**src/hdl/soa_pkg.sv**
```systemverilog
// ----------------------------------------------------------------------------
// soa_pkg: shared types and constants of the slab object allocator
// Opcodes, status codes, register indexes, default sizes and divider handshake types.
// ----------------------------------------------------------------------------
`default_nettype none
package soa_pkg;
   localparam int DEF_NUM_SLABS     = 16;
   localparam int DEF_OBJS_PER_SLAB = 64;
   localparam int DEF_SLAB_BYTES    = 4096;

   typedef enum logic [1:0] {
      OP_ALLOC  = 2'd0,
      OP_FREE   = 2'd1,
      OP_SHRINK = 2'd2,
      OP_NOP    = 2'd3
   } opcode_type;

   typedef enum logic [1:0] {
      ST_OK     = 2'd0,
      ST_OOM    = 2'd1,
      ST_BADADR = 2'd2,
      ST_RSVD   = 2'd3
   } status_type;

   localparam logic [1:0] CSR_BASE  = 2'd0;
   localparam logic [1:0] CSR_SIZE  = 2'd1;
   localparam logic [1:0] CSR_COUNT = 2'd2;
   localparam logic [1:0] CSR_LIMIT = 2'd3;

   // divider handshake
   typedef struct packed {
      logic        start;
      logic [31:0] dividend;
      logic [11:0] divisor;
   } div_req_type;

   typedef struct packed {
      logic        done;
      logic [31:0] quotient;
   } div_rsp_type;
endpackage
`default_nettype wire

```
**src/hdl/soa_divider.sv**
```systemverilog
// ----------------------------------------------------------------------------
// soa_divider: restoring divider, one quotient bit per cycle
// 32-bit dividend by 12-bit divisor.
// ----------------------------------------------------------------------------
`default_nettype none
module soa_divider (
   input  wire logic                 clock,
   input  wire logic                 reset,
   input  wire soa_pkg::div_req_type req,
   output soa_pkg::div_rsp_type      rsp
);
   import soa_pkg::*;

   logic [31:0] quot_ff, quot_in;
   logic [11:0] rem_ff, rem_in;
   logic [11:0] dvs_ff, dvs_in;
   logic [5:0]  cnt_ff, cnt_in;
   logic        busy_ff, busy_in, done_ff, done_in;
   logic [12:0] trial;

   always_comb begin
      quot_in = quot_ff;
      rem_in  = rem_ff;
      dvs_in  = dvs_ff;
      cnt_in  = cnt_ff;
      busy_in = busy_ff;
      done_in = 1'b0;
      trial   = {rem_ff, quot_ff[31]};
      if (req.start) begin
         quot_in = req.dividend;
         rem_in  = '0;
         dvs_in  = req.divisor;
         cnt_in  = 6'd0;
         busy_in = 1'b1;
      end else if (busy_ff) begin
         // remainder stays below the divisor, so 12 bits hold it
         if (trial >= {1'b0, dvs_ff}) begin
            rem_in  = 12'(trial - {1'b0, dvs_ff});
            quot_in = {quot_ff[30:0], 1'b1};
         end else begin
            rem_in  = trial[11:0];
            quot_in = {quot_ff[30:0], 1'b0};
         end
         cnt_in = cnt_ff + 6'd1;
         if (cnt_ff == 6'd31) begin
            busy_in = 1'b0;
            done_in = 1'b1;
         end
      end
   end

   always_ff @(posedge clock) begin
      if (reset) begin
         busy_ff <= 1'b0;
         done_ff <= 1'b0;
         cnt_ff  <= '0;
      end else begin
         busy_ff <= busy_in;
         done_ff <= done_in;
         cnt_ff  <= cnt_in;
      end
      quot_ff <= quot_in;
      rem_ff  <= rem_in;
      dvs_ff  <= dvs_in;
   end

   assign rsp.done     = done_ff;
   assign rsp.quotient = quot_ff;
endmodule
`default_nettype wire
```
**config.mk**
```make
export PLATFORM = sky130hd
export DESIGN_NAME = soa_divider
export DESIGN_NICKNAME = d
export VERILOG_FILES = /design/src/hdl/soa_pkg.sv /design/src/hdl/soa_divider.sv
export SDC_FILE = /design/constraint.sdc
export NUM_CORES = 1
export LEC_CHECK = 0
export BUFFER_PORTS_ARGS = -buffer_cell sky130_fd_sc_hd__clkbuf_2
export CAP_MARGIN = 10
export CELL_PAD_IN_SITES_DETAIL_PLACEMENT = 1
export CELL_PAD_IN_SITES_GLOBAL_PLACEMENT = 2
export CORE_MARGIN = 2
export CORE_UTILIZATION = 34
export CTS_CLUSTER_DIAMETER = 120
export DETAILED_ROUTE_END_ITERATION = 16
export PLACE_DENSITY = 0.79
export REMOVE_ABC_BUFFERS = 1
export SYNTH_ARGS = -nofsm -noshare
export SYNTH_HDL_FRONTEND = slang
export SYNTH_SLANG_ARGS = --single-unit
```
**constraint.sdc**
```tcl
create_clock -name clock -period 2.42 [get_ports clock]
set_input_delay 0.121 -clock clock [delete_from_list [all_inputs] [get_ports clock]]
set_output_delay 0.121 -clock clock [all_outputs]
set_load 0.005 [all_outputs]
```
Word-level counts from Yosys, hierarchy flattened --
Cells that the tools add are included.
Cells by class: $add $sub $neg 2, $lt $le $gt $ge 1, equal/unequal tests 1, mux-type cells 8, bitwise operators 1, reduce and logical (&&, ||, !) cells 3
Operator list (count):
- 32-bit 2-to-1 mux | 2
- 13-bit by 12-bit greater-or-equal comparator with 1-bit output | 1
- 12-bit 2-to-1 mux | 1
- 12-bit subtractor | 1
- 6-bit by 1-bit adder with 6-bit output, second input constant | 1
- 6-bit by 5-bit == test with 1-bit output, second input constant | 1
- 1-bit 2-to-1 mux | 5
- 3-bit OR reduction | 1
- 2-bit nonzero test | 1
- 2-bit OR reduction | 1
- 1-bit inverter | 1
Word-level totals: bits in registers 64, bits of input ports 47, output and inout bits 33, word-level logic and storage cells 22

Logic depth before layout (Yosys ltp) --
Gate-level depths: netlist of run 1.
depth after elaboration 4, depth in mapped cells 10, mapped depth without buffers 9

Worst setup path after synthesis of run 1 --
Ideal clock, no wire load.
path kind register to register, start register quot_ff[31], end register rem_ff[6], library setup time 0.091 ns, arrival time 1.944 ns, slack 0.385 ns, cell stages (with the launch flop) 10, path buffers 0, clock period less this slack 2.035 ns, cell sequence edfxtp_1 inv_1 ha_1 fa_1 nor2b_1 o21bai_1 a21boi_0 or3_1 nand3_1 a311oi_1
On the way: longest elaborated chain between the ends 2, elaborated cells between the ends (all ways) 3, those cells by class add/sub: 1; order compare: 1; mux: 1
RTL lines:
- start: declaration | line soa_divider.sv:14 | logic [31:0] quot_ff, quot_in;
- start signal: assignment | line soa_divider.sv:62 | quot_ff <= quot_in;
- 12-bit subtractor / 13-bit by 12-bit greater-or-equal comparator with 1-bit output (equally long branches) | line soa_divider.sv:38, soa_divider.sv:37
- 12-bit 2-to-1 mux * | line soa_divider.sv:37 | if (trial >= {1'b0, dvs_ff}) begin
- end signal: assignment | line soa_divider.sv:63 | rem_ff <= rem_in;
- end: declaration | line soa_divider.sv:15 | logic [11:0] rem_ff, rem_in;
Mark *: on every way between the ends. The rest lies on a longest branch, timed or not. A chain may end at the register's enable or synchronous reset.

Worst setup path in the final report of run 1 --
start register quot_ff[31], end register rem_ff[8]
The elaborated chain is that of the path after synthesis.

==> impl_metrics.yaml, run 1 <==
worst_setup_path:
  crit_slowest_cell: "edfxtp_1"
  rr_endpoint: "rem_ff[8]"
  crit_chain: "inv_1, ha_1, fa_1, nor2b_1, o21bai_1, a21boi_1, buf_4, o41ai_1, xor2_1, o21ai_1"
  path_class: "flop to flop"
  worstRegToRegCells: 10
  crit_start: "quot_ff[31]"
  endpoint: "rem_ff[8]"
  endpoint_kind: "flop"
  rr_startpoint: "quot_ff[31]"
  start_kind: "flop"
  critPathArrivalTime_ns: 2.42
  cp_data_required_time_ns: 2.64
  crit_path_max_incr_delay_ns: 0.42
  r2r_slack_ns: 0.22
  crit_fanout: 4
finish:
  final_nets: 433
  diodes: 0
  fin_area_um2: 4085
  syn_to_final_growth_pct: 26.75
  drive_gt1_frac: 0.3873
power:
  p_int_uw: 1929
  power.total_uw: 2739
  p_clk_frac: 0.313
  combPwrFrac: 0.199
  ir_worst_vdd_v: 0.0003789
  power_density_nw_per_um2: 670.5
  leakage_uw: 0.001715
  p_switching_uw: 810.2
  p_seq_frac: 0.488
  sw_frac_of_total: 0.2958
clock_network:
  cts_buffer_depth: 2
  root_buffer: "clkbuf_8"
  cts_setup_buffers: 0
  insertion_delay_ns: 0.34
  cts_buffers: 9
  cts.sinks: 64
  clk_pin_slew_ns: 0.08
  cts_tree: "done"
  htreeDepth: 3
grt:
  grt_first_pass_wirelength_um: 12260
  grt-ovfl-total: 0
  grt_use_met3: 0.05797
  grt_use_total: 0.1534
  grt_pass1_vias: 2526
  top_usage_layer: "met2"
  antenna_found_initial: 0
  grt_max_degree: 55
  use_met1: 0.1993
  use_met2: 0.2410
floorplan:
  num_io_pins: 80
  start_util: 0.3488
  dieArea_um2: 10270
  die_w_um: 101.4
  core_um2: 9240
  die_y_um: 101.4
  rows: 35
synthesis:
  synth-seq-area-share: 0.5342
  async_reset_ff_frac: 0
  syn_area_um2: 3223
  avgSynthCellArea_um2: 11.76
  ys_ff_latch: 64
  syn_inst: 274
  synth_edf_count: 44
  synthFlopType: "edfxtp_1"
  synth_cell_types: 49
  yosysWarnings: 0
placed_design:
  postPlaceCellArea_um2: 3775
  io_buffers: 79
  dp_hpwl_um: 5474
  gp_congestion: 0.7218
detailed_routing:
  routed_via_density: 4.818
  vias: 2438
  first_pass_iters: 4
  wl_um: 7544
  drt_iter0_markers: 90
  drc: 0
  wl_per_cell_um: 14.91
  drtAntennaViolNets: 0
run:
  maxCapViolCount: 0
sta:
  skew_ns: 0.008780
  max_freq_mhz: 454.6
  slew-limit-headroom: 0.5356
  period_needed_ns: 2.200
  setup_tns_ns: 0
  finalCritPeriodShare: 0.9089
  finalMaxSlewViolations: 0
  worst_pin_slew_ns: 0.6965
  setup_viol_count_final: 0
  hold_violations: 0
  rsz0062_at_grt: "no"
run_status:
  outcome: "finished clean"
hold_path:
  hp-class: "input pin to flop"
[kinds of logic after synthesis]
logic type               after synthesis  synth area share
multiplexers                          35            0.1227
AO/OA/AOI/OAI                         53            0.1250
XOR/XNOR                              10           0.02717
adder cells (fa/ha/maj)               14           0.05668
flip-flops                            64            0.5342
AND/OR/NAND/NOR                       70           0.09783
buffers and inverters                 28           0.03649
[through the flow]
| stage | hold WS (ns) | utilization | std cells | setup WS (ns) |
|---|---|---|---|---|
| 2_1_floorplan | 0.1856 | - | 262 | 0.2851 |
| 3_5_place_dp | 0.2995 | 0.4085 | 477 | 0.1788 |
| 3_3_place_gp | 0.2976 | 0.4085 | 477 | 0.1530 |
| 5_1_grt | 0.06312 | 0.4421 | 506 | 0.03119 |
| 4_1_cts | 0.06491 | 0.4421 | 506 | 0.1611 |
| 6_report | 0.07986 | 0.4421 | 506 | 0.2204 |
[critical path, delay by kind of cell (launching register included)]
kind | cells | cell delay (ns)
AND/OR/NAND/NOR | 1 | 0.08
flip-flops | 1 | 0.42
adder cells (fa/ha/maj) | 2 | 0.44
AO/OA/AOI/OAI | 4 | 0.66
XOR/XNOR | 1 | 0.25
buffers and inverters | 2 | 0.26
[placed cells by master (no fill, tap or decap), types with 5 or more instances in the layout]
cell type / synthesis / routed
clkbuf_2: 0 / 79
edfxtp_1: 44 / 44
mux2_2: 32 / 32
nor2_1: 27 / 27
nand2_1: 21 / 21
dfxtp_1: 20 / 20
inv_1: 15 / 15
ha_1: 13 / 13
dlygate4sd3_1: 0 / 13
a21oi_1: 10 / 10
clkbuf_8: 0 / 9
o21ai_0: 7 / 7
buf_4: 1 / 7
xor2_1: 6 / 6
nand3_1: 5 / 5
[area by class of cell]
class | instances | area (um^2)
clock buffers | 9 | 123.9
clock inverters | 7 | 56.30
fillers | 1029 | 5155
inverters | 16 | 60.06
multi-input cells | 182 | 1384
flip-flops and latches | 64 | 1722
well taps | 129 | 161.4
repair buffers | 99 | 578.1
[power groups by stage]
stage | Sequential, uW | Clock (uW) | Combinational [uW]
final | 1340 | 857 | 546
after global placement | 1360 | 0 | 524
after global routing | 1350 | 925 | 612
after floorplan | 1360 | 0 | 314
after CTS | 1340 | 885 | 555
after detailed placement | 1360 | 0 | 534
[flip-flops by register name (all words and copies together) (netlist names)]
| name | cells |
|---|---|
| dvs_ff | 12 |
| quot_ff | 32 |
| done_ff | 1 |
| rem_ff | 12 |
| busy_ff | 1 |
| cnt_ff | 6 |
[worst min path at each step]
stage	start	end	slack, ns	depth (start not counted)
after floorplan	req[44]	rem_ff[0]	0.19	1
after global placement	reset	busy_ff	0.30	2
after detailed placement	reset	busy_ff	0.30	2
after CTS	req[25]	quot_ff[13]	0.06	2
after global routing	req[28]	quot_ff[16]	0.06	2
final	req[25]	quot_ff[13]	0.08	2
[repair_timing]
action                                  CTS  global route
endpoints found under the setup margin    0             3
hold buffers                             13             0
gates resized for setup                   0             1
endpoints found under the hold margin    13             0
[synth_stat cells (2+ instances only)]
master     n  share of area
ha_1      13          0.050
mux2i_1    2         0.0062
or3_1      4         0.0078
nand3_1    5         0.0078
clkbuf_1   8         0.0093
a21oi_1   10          0.016
a311oi_1   4          0.011
o21a_1     3         0.0070
a311oi_2   3          0.014
nor2b_1    2         0.0039
o21ai_1    4         0.0062
dfxtp_1   20           0.12
nor2_1    27          0.031
a211oi_2   2         0.0078
nand2_1   21          0.024
a21o_1     3         0.0070
inv_1     15          0.017
edfxtp_1  44           0.41
and3_1     3         0.0058
xor2_1     6          0.016
xnor2_1    4          0.011
nor3_1     3         0.0047
o21ai_0    7          0.011
a31oi_1    3         0.0058
nand4_1    2         0.0039
mux2_2    32           0.11
a41oi_1    2         0.0054
[per-layer routing]
layer,vias to the layer above,share of wire
met1,1148,0.47
li1,1213,-
met4,0,0.011
met3,10,0.064
met2,67,0.46
met5,-,0
Note: power is estimated with default switching activity, not from simulation.
==> inputs of run 2 (changes only) <==
Settings changed: CELL_PAD_IN_SITES_DETAIL_PLACEMENT 1 to default, CELL_PAD_IN_SITES_GLOBAL_PLACEMENT 2 to default, CORE_UTILIZATION 34 to 45, PLACE_DENSITY 0.79 to 0.69.
==> run 2 against run 1 <==
Effect of this change:
- fmax decreased by 2.6%
- non-clock buffer count rose by 1
- clock power is 20% higher
- core utilization rose by 16 points
- sequential cell count stayed put
- critical endpoint is now rem_ff[11]
==> impl_metrics.yaml, run 2 (synthesis results as in run 1) <==
grt:
  grt_pass1_vias: 2497
  grt_max_degree: 55
  antenna_found_initial: 0
  grt_use_total: 0.1904
  grt-ovfl-total: 0
  grt_first_pass_wirelength_um: 11430
finish:
  regArea_um2: 1722
  mostFrequentLayoutCell: "clkbuf_2"
  largest_register: "quot_ff"
  diodes: 0
  drive_gt1_frac: 0.3915
  largest_reg_flops: 32
  final_nets: 434
  fin_area_um2: 4119
  top_regs: "quot_ff: 32 flops, dvs_ff: 12 flops, rem_ff: 12 flops"
  fillers: 581
  multi_input_area_um2: 1399
  final_cell_mix: "clkbuf_2 (79), edfxtp_1 (44), mux2_2 (32)"
  syn_to_final_growth_pct: 27.80
sta:
  finalMaxSlewViolations: 0
  period_needed_ns: 2.259
  setup_tns_ns: 0
  fin_ws_ns: 0.1606
  whs_ns: 0.07124
  hold_violations: 0
  finalCritPeriodShare: 0.9336
  skew_ns: 0.008892
  slew-limit-headroom: 0.7054
  rsz0062_at_grt: "no"
  worst_pin_slew_ns: 0.4414
  setup_viol_count_final: 0
  max_freq_mhz: 442.6
placed_design:
  dp_hpwl_um: 4737
  gp_congestion: 0.9122
  postPlaceCellArea_um2: 3724
  preCtsSetupSlack_ns: 0.1543
  io_buffers: 79
clock_network:
  cts_buffer_depth: 2
  cts.sinks: 64
  root_buffer: "clkbuf_8"
  htreeDepth: 3
  cts_buffers: 9
  clk_pin_slew_ns: 0.08
  cts_tree: "done"
  insertion_delay_ns: 0.35
worst_setup_path:
  cp_data_required_time_ns: 2.64
  path_class: "flop to flop"
  crit_chain: "inv_1, ha_1, a21o_1, a31oi_1, a21boi_1, or3_1, a32oi_1, a211oi_1"
  endpoint_kind: "flop"
  critPathTopFamily: "compound AO/OA/AOI/OAI gates"
  cp_num_buf_inv: 1
  start_kind: "flop"
  crit_fanout: 6
  crit_slowest_cell: "or3_1"
  critPathArrivalTime_ns: 2.48
  crit_path_max_incr_delay_ns: 0.37
floorplan:
  num_io_pins: 80
  die_w_um: 88.63
  dieArea_um2: 7855
  die_y_um: 88.63
  rows: 30
  core_um2: 6869
  start_util: 0.4692
run:
  maxCapViolCount: 0
power:
  ir_worst_vdd_v: 0.0005115
  leakage_uw: 0.001734
  power_density_nw_per_um2: 708.1
  power.total_uw: 2917
detailed_routing:
  first_pass_iters: 4
  vias: 2472
  wl_per_cell_um: 14.55
  wl_um: 6897
  drtAntennaViolNets: 0
  drc: 0
  drt_iter0_markers: 119
  routed_via_density: 5.215
run_status:
  outcome: "finished clean"
hold_path:
  hp-class: "input pin to flop"
[run 2: repair_timing]
action | in CTS | in global routing
endpoints found under the hold margin | 13 | 0
resized for setup | 0 | 4
hold buffers | 13 | 0
buffers inserted | 0 | 4
setup endpoints to repair | 0 | 10
[run 2: final cells by class]
type,instances,area share
flip-flops and latches,64,0.4180
inverters,16,0.01458
repair buffers,100,0.1452
clock inverters,6,0.02248
well taps,96,0.02916
multi-input cells,182,0.3396
clock buffers,10,0.03098
[run 2: worst register-to-register path, delay by kind of cell (launching register included)]
kind,cells,cell delay [ns]
compound gates,5,1.05
buf+inv,1,0.04
simple gates,1,0.37
fa+ha+maj,1,0.35
flops,1,0.33
[run 2: metrics by stage]
stage          cells    util
3_5_place_dp     441  0.5421
2_1_floorplan    262       -
6_report         474  0.5996
4_1_cts          470  0.5931
5_1_grt          474  0.5996
3_3_place_gp     441  0.5421
[run 2: power breakdown]
group | internal (uW) | switching (uW)
Clock | 585 | 440
Sequential | 1280 | 54.2
Combinational | 271 | 284
Total | 2140 | 778
[run 2: path summary, 6_finish.rpt]
check / cells after the start / slack (ns) / to / start
worst min register to register: 2 / 0.49 / cnt_ff[5] / cnt_ff[5]
worst max-delay path: 8 / 0.16 / rem_ff[11] / dvs_ff[4]
worst max register to register: 8 / 0.16 / rem_ff[11] / dvs_ff[4]
worst min-delay path: 2 / 0.07 / quot_ff[17] / req[29]
[run 2: routing by layer]
layer	track usage	wire [um]	vias up
li1	-	-	1207
met1	0.2360	2940	1170
met2	0.2965	3351	87
met3	0.08209	524	8
met4	0.07025	80	0
met5	0	0	-
==> inputs of run 3 (changes only) <==
Settings changed: CORE_UTILIZATION 45 to 50, PLACE_DENSITY 0.69 to 0.76.
==> run 3 against run 2 <==
Effect of this change:
- hold slack better by 0.0052 ns
- sequential share of layout area increased by 0.91 points
- non-clock buffer count is 3 lower
- largest cell class unchanged
- critical path type unchanged
==> impl_metrics.yaml, run 3 (synthesis results as in run 1) <==
run_status:
  outcome: "finished clean"
sta:
  max_freq_mhz: 459.3
  hold_violations: 0
  rsz0062_at_grt: "no"
  skew_ns: 0.01013
  finalMaxSlewViolations: 0
  slew-limit-headroom: 0.7416
  period_needed_ns: 2.177
  finalCritPeriodShare: 0.8997
  setup_tns_ns: 0
  worst_pin_slew_ns: 0.3876
  setup_viol_count_final: 0
clock_network:
  cts.sinks: 64
  insertion_delay_ns: 0.34
  cts_tree: "done"
  clk_pin_slew_ns: 0.07
  htreeDepth: 3
  root_buffer: "clkbuf_8"
  cts_buffer_depth: 2
  cts_buffers: 9
floorplan:
  core_um2: 6277
  rows: 29
  die_y_um: 84.29
  start_util: 0.5135
  num_io_pins: 80
  dieArea_um2: 7105
  die_w_um: 84.29
worst_setup_path:
  endpoint_kind: "flop"
  rr_startpoint: "dvs_ff[4]"
  r2r_slack_ns: 0.24
  start_kind: "flop"
  critPathArrivalTime_ns: 2.41
  path_class: "flop to flop"
  cp_data_required_time_ns: 2.65
  rr_endpoint: "rem_ff[6]"
  worstRegToRegCells: 8
  crit_fanout: 6
finish:
  mostFrequentLayoutCell: "clkbuf_2"
  largest_register: "quot_ff"
  diodes: 0
  final_cell_mix: "clkbuf_2 (79), edfxtp_1 (44), mux2_2 (32)"
  final_nets: 431
  largest_reg_flops: 32
  syn_to_final_growth_pct: 25.08
  post-route-util: 0.6422
  drive_gt1_frac: 0.3840
  top_regs: "quot_ff: 32 flops, dvs_ff: 12 flops, rem_ff: 12 flops"
grt:
  grt_use_total: 0.1987
  grt_first_pass_wirelength_um: 11140
  grt_pass1_vias: 2466
  grt_max_degree: 46
  grt-ovfl-total: 0
  antenna_found_initial: 0
placed_design:
  dp_hpwl_um: 4605
  gp_congestion: 0.8271
  io_buffers: 79
run:
  maxCapViolCount: 0
detailed_routing:
  wl_um: 6556
  drc: 0
  wl_per_cell_um: 14.50
  vias: 2442
  routed_via_density: 5.403
  first_pass_iters: 4
  drtAntennaViolNets: 0
  drt_iter0_markers: 89
hold_path:
  hp-class: "input pin to flop"
  min_to: "quot_ff[3]"
  holdPathStages: 2
  worstHoldStart: "req[15]"
power:
  ir_worst_vdd_v: 0.0004769
  leakage_uw: 0.001708
  power_density_nw_per_um2: 683.3
## run 3: cell types whose count changed in the layout (fill, tap and decap cells not counted)
cell | before | now
bufinv_16 | 2 | 1
buf_4 | 7 | 4
o31ai_4 | 1 | 0
o31ai_2 | 0 | 1
clkinv_2 | 0 | 2
clkinv_1 | 1 | 2
clkinvlp_4 | 2 | 1
inv_6 | 1 | 0
## run 3: power by group
part	leakage (uW)	total, uW	internal, uW	switching, uW
logic	0.00101	533	262	272
registers	0.000604	1340	1280	54.4
clock network	0.0000937	884	470	414
total	0.00171	2750	2010	740
## run 3: area by class of cell
class / count / area, um^2
repair buffers: 97 / 575.6
inverters: 16 / 60.06
clock buffers: 10 / 127.6
multi-input cells: 182 / 1390
flip-flops and latches: 64 / 1722
fillers: 499 / 2246
well taps: 77 / 96.34
clock inverters: 6 / 60.06
## run 3: critical path: stages (launching register included)
cell and delay, ns:
edfxtp_1 0.33, inv_1 0.04, ha_1 0.35, a21o_1 0.23, o31ai_2 0.37, a21o_1 0.24
buf_4 0.17, nand2_1 0.06, a311oi_1 0.29
## run 3: worst max-delay path by stage
stage                start          to  slack [ns]  cells past startpoint
2_1_floorplan    dvs_ff[4]   rem_ff[0]        0.29                      7
3_3_place_gp   quot_ff[31]  rem_ff[10]        0.14                      9
3_5_place_dp   quot_ff[31]  rem_ff[10]        0.14                      9
4_1_cts        quot_ff[31]   rem_ff[6]        0.06                      9
5_1_grt          dvs_ff[6]   rem_ff[9]        0.06                      8
6_report         dvs_ff[4]   rem_ff[6]        0.24                      8
## run 3: through the flow
step	hold slack, ns	total power (uW)	instance area [um^2]	setup WS [ns]	std cells
2_1_floorplan	0.1856	1674	3166	0.2851	262
3_3_place_gp	0.2912	1855	3700	0.1371	422
3_5_place_dp	0.2955	1866	3700	0.1362	422
4_1_cts	0.06207	2773	4018	0.05914	451
5_1_grt	0.06627	2894	4031	0.06382	452
6_report	0.07648	2755	4031	0.2428	452
## run 3: timing repair
| item | CTS | global route |
|---|---|---|
| setup endpoints to repair | 0 | 4 |
| hold buffers | 13 | 0 |
| setup buffers | 0 | 1 |
| resized for setup | 0 | 3 |
| endpoints found under the hold margin | 13 | 0 |
## run 3: layer usage
| metal | up-vias | share of wire | GRT usage |
|---|---|---|---|
| li1 | 1208 | - | - |
| met1 | 1146 | 0.44 | 0.2490 |
| met2 | 79 | 0.47 | 0.3182 |
| met3 | 9 | 0.079 | 0.07768 |
| met4 | 0 | 0.014 | 0.06305 |
| met5 | - | 0 | 0 |
